==> src/hdl/codebook_4bit_group_dequantizer_assert.svh <==
// assertion macros for the codebook 4-bit group dequantizer
`ifndef CODEBOOK_4BIT_GROUP_DEQUANTIZER_ASSERT_SVH
`define CODEBOOK_4BIT_GROUP_DEQUANTIZER_ASSERT_SVH
`ifndef SYNTHESIS
`define CBGD_ASSERT_IMPL(name, clk, rst, ante, cons, msg) \
   name: assert property (@(posedge clk) disable iff (rst) (ante) |-> (cons)) else $error(msg);
`define CBGD_ASSERT_NEXT(name, clk, rst, ante, cons, msg) \
   name: assert property (@(posedge clk) disable iff (rst) (ante) |=> (cons)) else $error(msg);
`else
`define CBGD_ASSERT_IMPL(name, clk, rst, ante, cons, msg)
`define CBGD_ASSERT_NEXT(name, clk, rst, ante, cons, msg)
`endif
`endif

==> src/hdl/cbgd_pkg.sv <==
// types and constants shared by the codebook 4-bit group dequantizer
`timescale 1ns / 1ps
package cbgd_pkg;

   localparam int CB_DEPTH         = 16;
   localparam int CB_AW            = 4;
   localparam int NIBBLE_BITS      = 4;
   localparam logic [7:0] NIBBLE_MASK = 8'h0f;

   // transaction kinds on the request channel
   localparam logic [1:0] REQ_CODEBOOK  = 2'd0;
   localparam logic [1:0] REQ_SCALE     = 2'd1;
   localparam logic [1:0] REQ_GROUP_IDX = 2'd2;
   localparam logic [1:0] REQ_DATA      = 2'd3;

   // register indexes
   localparam logic [1:0] CSR_GROUP_LEN     = 2'd0;
   localparam logic [1:0] CSR_SCALE_LIMIT   = 2'd1;
   localparam logic [1:0] CSR_GLOBAL_SCALE  = 2'd2;
   localparam logic [1:0] CSR_ELEMENT_COUNT = 2'd3;

   localparam int CSR_DW = 17;

   typedef struct packed {
      logic [1:0]         req_type;
      logic [9:0]         table_addr;
      logic signed [15:0] code_value;
      logic [15:0]        scale_value;
      logic [7:0]         group_scale_index;
      logic [7:0]         packed_byte;
   } req_payload_type;

   typedef struct packed {
      logic signed [31:0] value;
      logic [15:0]        element_index;
      logic               scale_error;
      logic               last;
      logic               tensor_done;
   } rsp_payload_type;

   typedef enum logic [2:0] {
      ST_IDLE,
      ST_ELEM,
      ST_GRD,
      ST_SRD,
      ST_MUL,
      ST_EMIT
   } ctrl_state_type;

   typedef struct packed {
      logic accept;
      logic mul1;
      logic mul2;
      logic emit;
      logic advance;
      logic nib;
   } ctrl_cmd_type;

   typedef struct packed {
      logic is_data;
      logic aborted;
      logic final_elem;
      logic out_free;
   } ctrl_status_type;

endpackage

==> src/hdl/cbgd_ctrl.sv <==
// sequencer for table writes and per-element dequantization steps
`timescale 1ns / 1ps
module cbgd_ctrl (
   input  logic                    clock,
   input  logic                    reset,
   input  logic                    req_valid,
   output logic                    req_stall,
   input  cbgd_pkg::ctrl_status_type status,
   output cbgd_pkg::ctrl_cmd_type    cmd
);
   import cbgd_pkg::*;

   ctrl_state_type state_ff, state_in;
   logic           nib_ff, nib_in;

   always_ff @(posedge clock) begin
      if (reset) begin
         state_ff <= ST_IDLE;
         nib_ff   <= 1'b0;
      end else begin
         state_ff <= state_in;
         nib_ff   <= nib_in;
      end
   end

   always_comb begin
      state_in  = state_ff;
      nib_in    = nib_ff;
      cmd       = '0;
      cmd.nib   = nib_ff;
      req_stall = 1'b1;
      case (state_ff)
         ST_IDLE: begin
            req_stall = 1'b0;
            if (req_valid) begin
               cmd.accept = 1'b1;
               if (status.is_data) begin
                  nib_in   = 1'b0;
                  state_in = ST_ELEM;
               end
            end
         end
         ST_ELEM: begin
            if (status.aborted) begin
               // element counted but dropped
               cmd.advance = 1'b1;
               if (status.final_elem || nib_ff) begin
                  state_in = ST_IDLE;
               end else begin
                  nib_in = 1'b1;
               end
            end else begin
               state_in = ST_GRD;
            end
         end
         ST_GRD: state_in = ST_SRD;
         ST_SRD: begin
            cmd.mul1 = 1'b1;
            state_in = ST_MUL;
         end
         ST_MUL: begin
            cmd.mul2 = 1'b1;
            state_in = ST_EMIT;
         end
         ST_EMIT: begin
            if (status.out_free) begin
               cmd.emit    = 1'b1;
               cmd.advance = 1'b1;
               if (status.final_elem || nib_ff) begin
                  state_in = ST_IDLE;
               end else begin
                  nib_in   = 1'b1;
                  state_in = ST_ELEM;
               end
            end
         end
         default: state_in = ST_IDLE;
      endcase
   end
endmodule

==> config.mk <==
export PLATFORM = sky130hd
export DESIGN_NAME = cbgd_ctrl
export DESIGN_NICKNAME = d
export VERILOG_FILES = /design/src/hdl/codebook_4bit_group_dequantizer_assert.svh /design/src/hdl/cbgd_pkg.sv /design/src/hdl/cbgd_ctrl.sv
export SDC_FILE = /design/constraint.sdc
export NUM_CORES = 1
export LEC_CHECK = 0
export BUFFER_PORTS_ARGS = -buffer_cell sky130_fd_sc_hd__buf_2
export CAP_MARGIN = 25
export CORE_AREA = 2 2 39 41
export CTS_CLUSTER_SIZE = 30
export DETAILED_ROUTE_END_ITERATION = 16
export DIE_AREA = 0 0 41 43
export MAX_ROUTING_LAYER = met4
export PLACE_DENSITY = 0.4
export REMOVE_ABC_BUFFERS = 1
export SYNTH_ARGS = -nofsm -noshare
export SYNTH_HDL_FRONTEND = slang
export SYNTH_SLANG_ARGS = --single-unit
==> constraint.sdc <==
create_clock -name clock -period 1.5 [get_ports clock]
set_input_delay 0.3 -clock clock [delete_from_list [all_inputs] [get_ports clock]]
set_output_delay 0.3 -clock clock [all_outputs]
set_load 0.02 [all_outputs]
; ---- Word-level counts from Yosys, hierarchy flattened
; Cells that the tools add are included.
[op_classes]
bitwise = 0
n_mux = 22
n_div = 0
addsub = 0
shift = 0
mul = 0
eq_ne = 10
magnitude_cmp = 0
n_reduce_logical = 5
[ops]
columns = op, count
row1 = case mux 3 bit (6 select lines), 1
row2 = two-way mux 3 bit, 5
row3 = two-way mux 1 bit, 13
row4 = "inequality test 2 bit, second input constant", 4
row5 = "== test 3 x 2 -> 1 bit, second input constant", 2
row6 = "== test 3 bit, second input constant", 2
row7 = AND reduction 5 bit, 1
row8 = AND reduction 4 bit, 1
row9 = "== test 3 x 1 -> 1 bit, second input constant", 1
row10 = logical NOT 3 bit, 1
row11 = "inequality test 3 bit, second input constant", 1
row12 = case mux 1 bit (3 select lines), 1
row13 = nonzero test 3 bit, 1
row14 = two-way mux 2 bit, 1
row15 = case mux 1 bit (2 select lines), 1
row16 = logical OR 1 bit, 1
[totals]
mem_bits_ro = 0
elab_cells = 39
input_bits = 7
ramBits = 0
mem_count = 0
register_bits = 4
latchBits = 0
output_inout_bits = 7

; ---- Depth between registers and ports, before layout
[logic_depth]
depth_word = 4
depth_mapped = 5
depth_no_buf = 4

; ---- Worst setup path before layout
; OpenSTA, ideal clock, no wires.
[synth_path]
path_type = reg-to-output
from = register state_ff[0]
to = output cmd[1] in the netlist's numbering
arrival_ps = 1062
stages_incl_launch_ff = 3
n_path_buf = 1
t_required_ps = 1200
slack_ps = 138
cell_sequence = dfxtp_1 clkbuf_1 nor3b_1
[synth_lines]
columns = item, line
row1 = from (decl), cbgd_ctrl.sv:13  ; ctrl_state_type state_ff, state_in;
row2 = from (signal assigned), cbgd_ctrl.sv:21  ; state_ff <= state_in;
row3 = to (decl), cbgd_ctrl.sv:9  ; output cbgd_pkg::ctrl_cmd_type cmd

==> out/metrics.cfg <==
[worst_setup_path]
rrSetupSlack_ps = 310
r2r-start = state_ff[2]
startpoint_type = flip-flop
cp.required_ps = 1200
crit_fanout = 7
ff2ff_path_depth = 3
crit_type = flip-flop to primary output
crit_path_end_kind = primary output
startpoint = state_ff[2]
arrival_ps = 1120
r2r-end = nib_ff

[hold_path]
whs_endpoint = state_ff[2]
hp-class = input pin to flip-flop
hold_path_startpoint = reset
holdPathStages = 2

[grt]
overflow = 0
antenna_found_initial = 0
grt_max_degree = 11
grt_pass1_wl_um = 1014
grt_pass1_vias = 237
grt_usage_pct = 8.548

[timing]
rsz0062_at_grt = false
tns_ps = 0
slew_viol_final = 0
setup_viol = 0
maxSlewHeadroom_pct = 88.51
skew_ps = 1.684
fmax_mhz = 706.3
report.final.hold_viol_count = 0
fin_crit_sh_pct = 94.39
tightestPinTransition_ps = 167.5
period_needed_ps = 1416
hold_slack_ps = 273.5

[cells_and_area]
drive_gt1_share_pct = 46.67
post-route-cell-area_um2 = 352.8
layout_commonest_cell = buf_2
area_delta_synth_final_pct = 41.71
fin_util_pct = 25.50
num_antenna_cells = 0
fin_nets = 54
n_fill_cell = 154
final_cell_mix = 13 x buf_2, 4 x nor2_1, 3 x nand2_1, 3 x clkbuf_4

[clock_tree]
cts_tree = built
clk_path_buf_depth = 2
cts_buffers = 3
clk_latency_ps = 230
cts.clk_slew.worst_paths_ps = 40
htreeDepth = 1
clock-sinks = 4
hold_buffers = 0
cts_setup_buffers = 0
root_buffer = clkbuf_4

[yosys]
syn_area_per_cell_um2 = 7.781
synth_seq_cells = 4
ys_types = 18
ys_seq_area_share_pct = 32.16
yosysTopAreaCellShare_pct = 32.16
yosys-top-cells-area = dfxtp_1 32%, mux2i_1 8.0%, or4b_1 8.0%
netlist_area_um2 = 249.0
synth-main-ff-cell = dfxtp_1
synthArstFlopShare_pct = 0
yosysWarnings = 0
yosys.area.top_type = dfxtp_1
syn_inst = 32
synth_edf_count = 0

[power]
power.density_mw_per_mm2 = 936.4
cellLeakagePower_uw = 0.0001639
ir_drop_uv = 463.1

[placed_design]
dp_hpwl_um = 490.9
routabilityCongestion = 0.7253
portBuffers = 13
place_area_um2 = 319.1

[detailed_routing]
drc = 0
drt-total-wl_um = 627
via_count = 260
vias_per_cell = 4.262
detail_route.wl_per_cell_um = 10.28
drtAntennaViolNets = 0
first_pass_iters = 2
drt_iter0_drc = 1

[floorplanning]
fp.dieH_um = 43
rows = 14
die-area_mm2 = 0.001763
die_x_um = 41
core-area_mm2 = 0.001384
ios = 14
initial_core_util_pct = 17.99

[outcome]
outcome = finished clean

[flow_run]
max_cap_violations = 0

-- critical path: stages (launching register included) --
cell and delay [ps]:
dfxtp_4 360, nor3_2 220, and2_1 150, buf_2 150
-- synthesized netlist by cell type (all sizes together), types with 2 or more instances --
library cell,number
a21oi,2
clkbuf,2
dfxtp,4
mux2i,2
nand2,3
nor2,4
nor3,2
o21ai,2
or4b,2
-- per-stage QoR --
stage	power, uW	worst slack [ps]	instances
2_1_floorplan	171.5	183.9	29
3_3_place_gp	202.3	230.7	58
3_5_place_dp	201.2	207.3	58
4_1_cts	340.3	18.74	61
5_1_grt	361.8	11.04	61
6_report	330.4	84.14	61
-- area by class of cell --
cell class | count | area [um2] | area share, %
inverter | 1 | 3.754 | 1.064
clock buffer | 3 | 22.52 | 6.383
multi-input combinational | 24 | 155.1 | 43.97
tap | 16 | 20.02 | 5.674
timing repair buffer | 13 | 65.06 | 18.44
sequential | 4 | 86.33 | 24.47
-- registers in the layout, summed over array words and instances, names as in the netlist --
| register | cells |
|---|---|
| nib_ff | 1 |
| state_ff | 3 |
-- worst max-delay path by stage --
| stage | end | depth (start not counted) |
|---|---|---|
| 6_report | cmd[5] | 3 |
| 5_1_grt | cmd[5] | 3 |
| 4_1_cts | cmd[5] | 3 |
| 3_5_place_dp | cmd[5] | 3 |
| 3_3_place_gp | cmd[5] | 3 |
| 2_1_floorplan | cmd[1] | 2 |
-- routing by layer --
layer | global-route usage [%] | share of wire, % | vias to the layer above
met4 | 0 | 0 | 0
li1 | - | - | 140
met1 | 11.94 | 52 | 110
met2 | 10.63 | 41 | 10
met5 | - | 0 | -
met3 | 6.283 | 6.9 | 0
-- cells by family (layout without fill, tap and decap cells) --
logic type | count (synthesis) | in the layout | synth area share [%]
muxes | 2 | 2 | 8.041
and+or+nand+nor | 16 | 16 | 37.69
DFF | 4 | 4 | 32.16
buffers and inverters | 4 | 17 | 7.538
AOI/OAI and AO/OA | 6 | 6 | 14.57
-- where the power goes --
group	switching, uW	internal (uW)	total, uW
Clock	39.6	89.2	129
Combinational	40.7	32.8	73.5
Sequential	14.1	114	128
-- repair_timing --
| action | in CTS | in global routing |
|---|---|---|
| gates resized for setup | 2 | 3 |
| gates cloned | 0 | 0 |
| pin swaps | 0 | 1 |
| setup endpoints to repair | 2 | 5 |
No activity file was read; power rests on OpenSTA's default activity.
